## config.mk

```make
export PLATFORM = sky130hd
export DESIGN_NAME = vibration_limit_pi_controller
export DESIGN_NICKNAME = d
export VERILOG_FILES = /design/src/rtl/vlpi_pkg.sv /design/src/rtl/vibration_limit_pi_controller.sv
export SDC_FILE = /design/constraint.sdc
export NUM_CORES = 2
export LEC_CHECK = 0
export BUFFER_PORTS_ARGS = -buffer_cell sky130_fd_sc_hd__buf_2
export CORE_ASPECT_RATIO = 1.5
export CORE_MARGIN = 5
export CORE_UTILIZATION = 60
export CTS_CLUSTER_DIAMETER = 100
export DETAILED_ROUTE_END_ITERATION = 7
export PLACE_DENSITY = 0.82
export SLEW_MARGIN = 5
export SYNTH_ARGS = -nofsm -noshare
export SYNTH_HDL_FRONTEND = slang
export SYNTH_SLANG_ARGS = --single-unit
```

## constraint.sdc

```tcl
create_clock -name i_clk -period 17.8 [get_ports i_clk]
set_clock_uncertainty 0.05 [all_clocks]
set_input_delay 3.56 -clock i_clk [delete_from_list [all_inputs] [get_ports i_clk]]
set_output_delay 3.56 -clock i_clk [all_outputs]
set_load 0.01 [all_outputs]
```

## src/rtl/vlpi_pkg.sv

```systemverilog
// ----------------------------------------------------------------------------
// vlpi_pkg
// Shared widths, register indexes and fixed-point constants for the
// vibration limiting pi controller.
// ----------------------------------------------------------------------------
package vlpi_pkg;

    // field widths
    localparam int unsigned SPEED_W = 16;
    localparam int unsigned VIB_W   = 16;
    localparam int unsigned GAIN_W  = 12;
    localparam int unsigned INTEG_W = 28;

    // configuration port
    localparam int unsigned CFG_IDX_W  = 3;
    localparam int unsigned CFG_DATA_W = 16;

    // q10 fraction bits
    localparam int unsigned FRAC_W = 10;

    // largest value the integrator can hold after a clamp (65535 * 1024)
    localparam logic [INTEG_W-1:0] INTEG_MAX = 28'd67107840;

    // register indexes
    typedef enum logic [CFG_IDX_W-1:0] {
        REG_VIB_LIMIT = 3'd0,
        REG_GAIN_P    = 3'd1,
        REG_GAIN_I    = 3'd2,
        REG_FLOOR     = 3'd3,
        REG_CEILING   = 3'd4
    } t_reg_idx;

    // request kinds
    localparam logic REQ_SAMPLE = 1'b0;
    localparam logic REQ_INIT   = 1'b1;

endpackage

```

## src/rtl/vibration_limit_pi_controller.sv

```systemverilog
// ----------------------------------------------------------------------------
// vibration_limit_pi_controller
// Q10 pi controller that lowers a motor speed command to hold vibration
// near a configured limit, with a clamped integrator.
// ----------------------------------------------------------------------------
// Usage:
//   Input channel (i_in_valid / o_in_stall) carries one item per accepted
//   edge. A sample item (req_type 0) gives exactly one speed command item on
//   the output channel (o_out_valid / i_out_stall); an init item (req_type 1)
//   reloads the integrator from initial_speed and gives no item.
//   An item is taken into the input register and worked on there; its
//   result is registered in the output register, from which the speed
//   command shows. Throughput is one item per cycle while the receiver
//   does not stall: the integrator update for one item closes between the
//   input and result registers, so the next item can follow at once.
//   When the receiver stalls, the finished result holds in the output
//   register and one further item waits in the input register; a waiting
//   init item still drains because it needs no output slot.
//   Registers are written through i_cfg_we / i_cfg_idx / i_cfg_data; the
//   user must write only while the block is idle, which it does not enforce;
//   writes to unused indexes are ignored. Reset (synchronous, active low)
//   empties both registers, clears the integrator, resets config registers.
// ----------------------------------------------------------------------------
module vibration_limit_pi_controller (
    input  logic                                  i_clk,
    input  logic                                  i_rst_n,
    // configuration write port
    input  logic                                  i_cfg_we,
    input  logic [vlpi_pkg::CFG_IDX_W-1:0]        i_cfg_idx,
    input  logic [vlpi_pkg::CFG_DATA_W-1:0]       i_cfg_data,
    // input channel
    input  logic                                  i_in_valid,
    output logic                                  o_in_stall,
    input  logic                                  i_req_type,
    input  logic [vlpi_pkg::VIB_W-1:0]            i_vibration,
    input  logic [vlpi_pkg::SPEED_W-1:0]          i_target_speed,
    input  logic [vlpi_pkg::SPEED_W-1:0]          i_initial_speed,
    // output channel
    output logic                                  o_out_valid,
    input  logic                                  i_out_stall,
    output logic [vlpi_pkg::SPEED_W-1:0]          o_speed_cmd
);

    localparam int unsigned SW  = vlpi_pkg::SPEED_W;
    localparam int unsigned FW  = vlpi_pkg::FRAC_W;
    localparam int unsigned IW  = vlpi_pkg::INTEG_W;
    localparam int unsigned GW  = vlpi_pkg::GAIN_W;
    // error, products and sums
    localparam int unsigned EW  = vlpi_pkg::VIB_W + 1;
    localparam int unsigned PW  = 30;
    localparam int unsigned QW  = PW - FW;

    // configuration registers
    logic [vlpi_pkg::VIB_W-1:0] r_vib_limit;
    logic [GW-1:0]              r_gain_p;
    logic [GW-1:0]              r_gain_i;
    logic [SW-1:0]              r_floor;
    logic [SW-1:0]              r_ceiling;

    // input register
    logic                       r_in_valid;
    logic                       r_in_type;
    logic [vlpi_pkg::VIB_W-1:0] r_in_vib;
    logic [SW-1:0]              r_in_target;
    logic [SW-1:0]              r_in_start;

    // state and result register
    logic signed [IW-1:0]       r_integ;
    logic signed [IW-1:0]       n_integ;
    logic                       r_out_valid;
    logic [SW-1:0]              r_out_speed;
    logic [SW-1:0]              n_out_speed;

    logic                       w_advance;
    logic                       w_in_take;
    logic                       w_out_free;

    // datapath intermediates
    logic signed [EW-1:0]       w_err;
    logic signed [PW-1:0]       w_err_x;
    logic signed [PW-1:0]       w_prop;
    logic signed [PW-1:0]       w_iprod;
    logic signed [PW-1:0]       w_isum;
    logic signed [PW-1:0]       w_tgt_q;
    logic signed [PW-1:0]       w_flr_q;
    logic signed [PW-1:0]       w_integ_clamped;
    logic signed [PW-1:0]       w_total;
    logic signed [QW-1:0]       w_quot;
    logic signed [QW-1:0]       w_tgt_s;
    logic signed [QW-1:0]       w_flr_s;
    logic [SW-1:0]              w_start;

    // handshake: an init item leaves without needing the output slot
    assign w_out_free = !r_out_valid || !i_out_stall;
    assign w_advance  = r_in_valid && ((r_in_type == vlpi_pkg::REQ_INIT) || w_out_free);
    assign o_in_stall = r_in_valid && !w_advance;
    assign w_in_take  = i_in_valid && !o_in_stall;

    assign o_out_valid = r_out_valid;
    assign o_speed_cmd = r_out_speed;

    // error and the two gain products
    assign w_err   = $signed({1'b0, r_vib_limit}) - $signed({1'b0, r_in_vib});
    assign w_err_x = PW'(w_err);
    assign w_prop  = $signed(PW'(r_gain_p)) * w_err_x;
    assign w_iprod = $signed(PW'(r_gain_i)) * w_err_x;

    // integrator update with the target bound tested first
    assign w_isum  = PW'(r_integ) + w_iprod;
    assign w_tgt_q = $signed(PW'({r_in_target, {FW{1'b0}}}));
    assign w_flr_q = $signed(PW'({r_floor, {FW{1'b0}}}));

    always_comb begin
        if (w_isum > w_tgt_q) begin
            w_integ_clamped = w_tgt_q;
        end else if (w_isum < w_flr_q) begin
            w_integ_clamped = w_flr_q;
        end else begin
            w_integ_clamped = w_isum;
        end
    end

    // output: divide by 1024 rounding toward zero, then clamp
    assign w_total = w_prop + w_integ_clamped;
    assign w_tgt_s = $signed(QW'(r_in_target));
    assign w_flr_s = $signed(QW'(r_floor));

    always_comb begin
        w_quot = QW'(w_total >>> FW);
        if (w_total[PW-1] && (w_total[FW-1:0] != '0)) begin
            w_quot = w_quot + QW'(1);
        end
        if (w_quot > w_tgt_s) begin
            n_out_speed = r_in_target;
        end else if (w_quot < w_flr_s) begin
            n_out_speed = r_floor;
        end else begin
            n_out_speed = w_quot[SW-1:0];
        end
    end

    // init: clamp start speed to ceiling first, then floor
    always_comb begin
        if (r_in_start > r_ceiling) begin
            w_start = r_ceiling;
        end else if (r_in_start < r_floor) begin
            w_start = r_floor;
        end else begin
            w_start = r_in_start;
        end
    end

    always_comb begin
        if (r_in_type == vlpi_pkg::REQ_INIT) begin
            n_integ = $signed(IW'({w_start, {FW{1'b0}}}));
        end else begin
            n_integ = IW'(w_integ_clamped);
        end
    end

    // configuration registers
    always_ff @(posedge i_clk) begin
        if (!i_rst_n) begin
            r_vib_limit <= '0;
            r_gain_p    <= '0;
            r_gain_i    <= '0;
            r_floor     <= '0;
            r_ceiling   <= '1;
        end else if (i_cfg_we) begin
            case (vlpi_pkg::t_reg_idx'(i_cfg_idx))
                vlpi_pkg::REG_VIB_LIMIT: r_vib_limit <= i_cfg_data;
                vlpi_pkg::REG_GAIN_P:    r_gain_p    <= i_cfg_data[GW-1:0];
                vlpi_pkg::REG_GAIN_I:    r_gain_i    <= i_cfg_data[GW-1:0];
                vlpi_pkg::REG_FLOOR:     r_floor     <= i_cfg_data;
                vlpi_pkg::REG_CEILING:   r_ceiling   <= i_cfg_data;
                default: ;
            endcase
        end
    end

    // input register control
    always_ff @(posedge i_clk) begin
        if (!i_rst_n) begin
            r_in_valid <= 1'b0;
        end else if (w_in_take) begin
            r_in_valid <= 1'b1;
        end else if (w_advance) begin
            r_in_valid <= 1'b0;
        end
    end

    // input register payload
    always_ff @(posedge i_clk) begin
        if (w_in_take) begin
            r_in_type   <= i_req_type;
            r_in_vib    <= i_vibration;
            r_in_target <= i_target_speed;
            r_in_start  <= i_initial_speed;
        end
    end

    // integrator and result valid
    always_ff @(posedge i_clk) begin
        if (!i_rst_n) begin
            r_integ     <= '0;
            r_out_valid <= 1'b0;
        end else begin
            if (w_advance) begin
                r_integ <= n_integ;
            end
            if (w_advance && (r_in_type == vlpi_pkg::REQ_SAMPLE)) begin
                r_out_valid <= 1'b1;
            end else if (!i_out_stall) begin
                r_out_valid <= 1'b0;
            end
        end
    end

    // result payload
    always_ff @(posedge i_clk) begin
        if (w_advance && (r_in_type == vlpi_pkg::REQ_SAMPLE)) begin
            r_out_speed <= n_out_speed;
        end
    end

    // integrator always stays within the clamp range
    a_integ_range: assert property (@(posedge i_clk) disable iff (!i_rst_n)
        (r_integ >= 0) && (r_integ <= $signed(vlpi_pkg::INTEG_MAX)))
        else $error("integrator left its clamp range");

    // a waiting sample is held while the result slot is blocked
    a_sample_blocked: assert property (@(posedge i_clk) disable iff (!i_rst_n)
        (r_in_valid && (r_in_type == vlpi_pkg::REQ_SAMPLE) && r_out_valid && i_out_stall)
        |-> o_in_stall)
        else $error("sample advanced into a full result register");

    // a sample that advances shows a result next cycle
    a_sample_result: assert property (@(posedge i_clk) disable iff (!i_rst_n)
        (w_advance && (r_in_type == vlpi_pkg::REQ_SAMPLE)) |=> o_out_valid)
        else $error("sample gave no result");

    // an init item never creates a result
    a_init_silent: assert property (@(posedge i_clk) disable iff (!i_rst_n)
        (w_advance && (r_in_type == vlpi_pkg::REQ_INIT))
        |=> (o_out_valid == $past(r_out_valid && i_out_stall)))
        else $error("init item produced a result");

endmodule
```

==> metrics.md <==
| Metric | Value |
|---|---|
| Switching fraction of total power | `0.5069` |
| CTS root buffer | `clkbuf_16` |
| Library cells used by synthesis | `between 90 and 100` |
| Sw power | `1479 µW` |
| Vias in the first global route | `between 20,000 and 25,000` |
| DRC Markers | `0` |
| Leakage power | `about 0.014 µW` |
| Crit share post-route | `0.9627` |
| Chip height | `275.4 µm` |
| Diode count | `0` |
| Least-Margin Pin Slew | `1241 ps` |
| Largest net degree at the start of global routing | `57` |
| Largest buffer count on any clock path | `2` |
| Setup crit start kind | `flip-flop` |
| Starting Density | `0.6046` |
| Die Wd | `roughly 190 µm` |
| Critical Path Fanout Max | `9` |
| Wire per inst | `21.95 µm` |
| Full die area | `between 0.05 and 0.06 mm²` |
| Sequential share of power | `0.160` |
| H-tree levels | `4` |
| CTS tree | `built` |
| Initial antenna violation count | `0` |
| CTS sink cnt | `about 170` |
| YS warnings | `0` |
| Routed vias/inst | `between 6 and 7` |
| Maxcap violations | `0` |
| Total GRT Usage | `0.3321` |
| Final hold slack | `~420 ps` |
| Maximum vdd drop | `roughly 0.16 mV` |
| Wirelength, routed | `roughly 86,000 µm` |
| GRT overflow | `0` |
| F_max | `58.35 MHz` |
| First-pass GRT wire length | `between 100,000 and 150,000 µm` |
| #FFs+latches synth | `about 170` |
| Core ar. | `between 0.04 and 0.05 mm²` |
| Clock power frac | `0.134` |
| Most frequent cells in the layout | `inv_1, nand2_1, fa_1` |
| Minimum clock period after layout | `~17,000 ps` |
| Asr flop ratio synth | `0` |
| CP Data Required Time | `17,970 ps` |
| Synth Flop Type | `dfxtp_1` |
| IO Port Bufs | `90` |
| Layout fillers | `roughly 3,800` |
| Cells after Synth | `~3,300` |
| Final HPWL DP | `slightly below 70,000 µm` |
| Pre-CTS setup slack | `roughly 28 ps` |
| Clock Pin Slew Worst Setup and Hold Paths | `about 70 ps` |
| Cell Int Power | `~1400 µW` |
| Via count | `approximately 24,000` |
| Critical path type | `reg -> reg` |
| Share of layout cells above drive strength 1 | `0.08802` |
| Critical path capture point type | `flip-flop` |
| CP max stage delay | `between 500 and 600 ps` |
| Slew Limit Fails | `0` |
| 1st-pass router iterations | `6` |
| Gpl congestion | `between 1 and 1.5` |
| FP Rows | `97` |
| Critical-path top delay cell | `fa_1` |
| Final setup fails | `0` |
| Syn Area/Cell | `8.649 µm²` |
| Worst-skew pair later-pin latency | `between 400 and 500 ps` |
| Routed Antenna Nets | `0` |
| Final #Nets | `about 4,100` |
| Slew Limit Headroom | `0.1717` |
| Status | `finished, final reports clean` |
| Post-synth EDFFs | `65` |
| PD cells | `96.44 mW/mm²` |
| Initial DRC count | `~2,300` |
| Ports | `about 90` |
| Most common cell after layout, fill and taps aside | `inv_1` |
| Comb pwr share | `0.707` |
| Hold WC Path Type | `reg -> reg` |
| CTS Hold Bufs | `0` |
| Syn Nets | `4,021` |
| Area Overhead vs Synth | `7.353%` |
| Setup ws final | `663.4 ps` |
| Num CTS Buffers | `17` |
| Cell mode on critical path | `a21o_1` |
| Final hold vios | `0` |
| WP data arrival | `17,300 ps` |
| Seq/Total Area, Yosys | `0.1417` |
| Cell Area, Synth | `about 0.028 mm²` |
[cell type report]
class / instances / area (µm²) / area share
multi-input combinational: 2321 / 21520 / 0.7115
sequential: 167 / 3994 / 0.1320
inverter: 610 / 2290 / 0.07569
timing repair buffer: 176 / 1100 / 0.03636
tap: 594 / 743.2 / 0.02457
clock buffer: 19 / 432.9 / 0.01431
clock inverter: 13 / 166.4 / 0.005501
[what timing repair did]
item                                    CTS  global route
endpoints found under the setup margin    3            16
gates cloned                              0             1
hold endpoints to repair                  0             0
pin swaps                                 1            10
gates resized for setup                   0            45
setup buffers                             3            11
[state kept, by name (all words and copies together), names as in the netlist]
| name | cells |
|---|---|
| r_ceiling | 16 |
| r_gain_p | 12 |
| r_in_valid | 1 |
| r_vib_limit | 16 |
| o_speed_cmd | 16 |
| r_in_type | 1 |
| r_in_target | 16 |
| o_out_valid | 1 |
| r_gain_i | 12 |
| r_floor | 16 |
| r_in_vib | 16 |
| r_integ | 28 |
| r_in_start | 16 |
[worst max-delay path, delay by kind of cell (launching register included)]
kind / cells / cell delay, ps
flops: 1 / 340
simple gates: 18 / 3140
compound gates: 34 / 6270
fa+ha+maj: 13 / 5550
buf+inv: 8 / 870
xor+xnor: 4 / 640
[logic make-up (layout without fill, tap and decap cells)]
kind of cell / count (synthesis) / in the layout / synth area share
AO/OA/AOI/OAI: 533 / 534 / 0.1291
adder cells (fa/ha/maj): 690 / 690 / 0.4201
multiplexers: 25 / 25 / 0.009680
buffers and inverters: 771 / 818 / 0.1039
XOR/XNOR: 75 / 75 / 0.02331
flip-flops: 167 / 167 / 0.1417
AND/OR/NAND/NOR: 997 / 997 / 0.1722
[power by group through the flow]
stage | logic [µW] | registers [µW] | clock network (µW)
after floorplan | 1340 | 466 | 0
after global placement | 1900 | 473 | 0
after detailed placement | 1920 | 472 | 0
after CTS | 1940 | 464 | 389
after global routing | 2220 | 467 | 409
final | 2060 | 466 | 390
[synthesized netlist by cell type (5+ instances only)]
cell type	count	area, µm²
mux2i_1	16	160.2
inv_1	608	2282
o311a_1	12	120.1
a211oi_1	16	120.1
and3_1	17	106.4
nor2_1	117	439.2
o211ai_1	41	307.8
xnor2_1	55	481.7
a21oi_1	152	760.7
nand3_1	28	140.1
o21a_1	15	112.6
buf_1	5	18.77
buf_2	5	25.02
o221a_1	9	101.4
a22oi_1	10	75.07
xor2_1	20	175.2
o221ai_1	7	61.31
or2_2	6	37.54
a21boi_0	14	105.1
a221o_1	5	50.05
o21ai_0	67	335.3
ha_1	263	3291
dfxtp_1	102	2042
a31oi_1	38	237.7
o21bai_1	8	60.06
nand3b_1	29	217.7
a21o_1	54	405.4
nor3_1	16	80.08
clkbuf_1	147	551.8
nor2b_1	50	312.8
fa_1	427	8548
and2_1	164	1026
nand4_1	51	319.1
o21ai_1	14	70.07
nand2_1	462	1734
o311ai_0	12	105.1
edfxtp_1	65	1952
mux2_2	8	90.09
nand2b_1	26	162.7
[worst paths after layout]
kind	startpoint	to	slack (ps)	cells after the start
setup reg to reg	r_vib_limit[0]	o_speed_cmd[12]	660	77
setup / recovery	r_vib_limit[0]	o_speed_cmd[12]	660	77
hold reg to reg	r_vib_limit[6]	r_vib_limit[6]	420	2
hold / removal	r_vib_limit[6]	r_vib_limit[6]	420	2
[routing by layer]
metal,part of all wire,wire length [µm],global-route usage,vias up
met3,0.089,7637,0.06946,376
met5,0,0,0,-
met4,0.082,6982,0.2155,0
met2,0.48,40960,0.5610,1296
met1,0.35,30030,0.3860,11520
li1,-,-,-,10560
[through the flow]
step,TNS [ps],total power (µW),util,cell area [µm²],cells
4_1_cts,0,2797,0.6433,29980,3888
6_report,0,2917,0.6491,30250,3900
5_1_grt,-760.8,3095,0.6491,30250,3900
3_5_place_dp,0,2393,0.6299,29360,3853
3_3_place_gp,0,2375,0.6299,29360,3853
2_1_floorplan,0,1805,-,28180,3258
No activity file was read; power rests on OpenSTA's default activity.
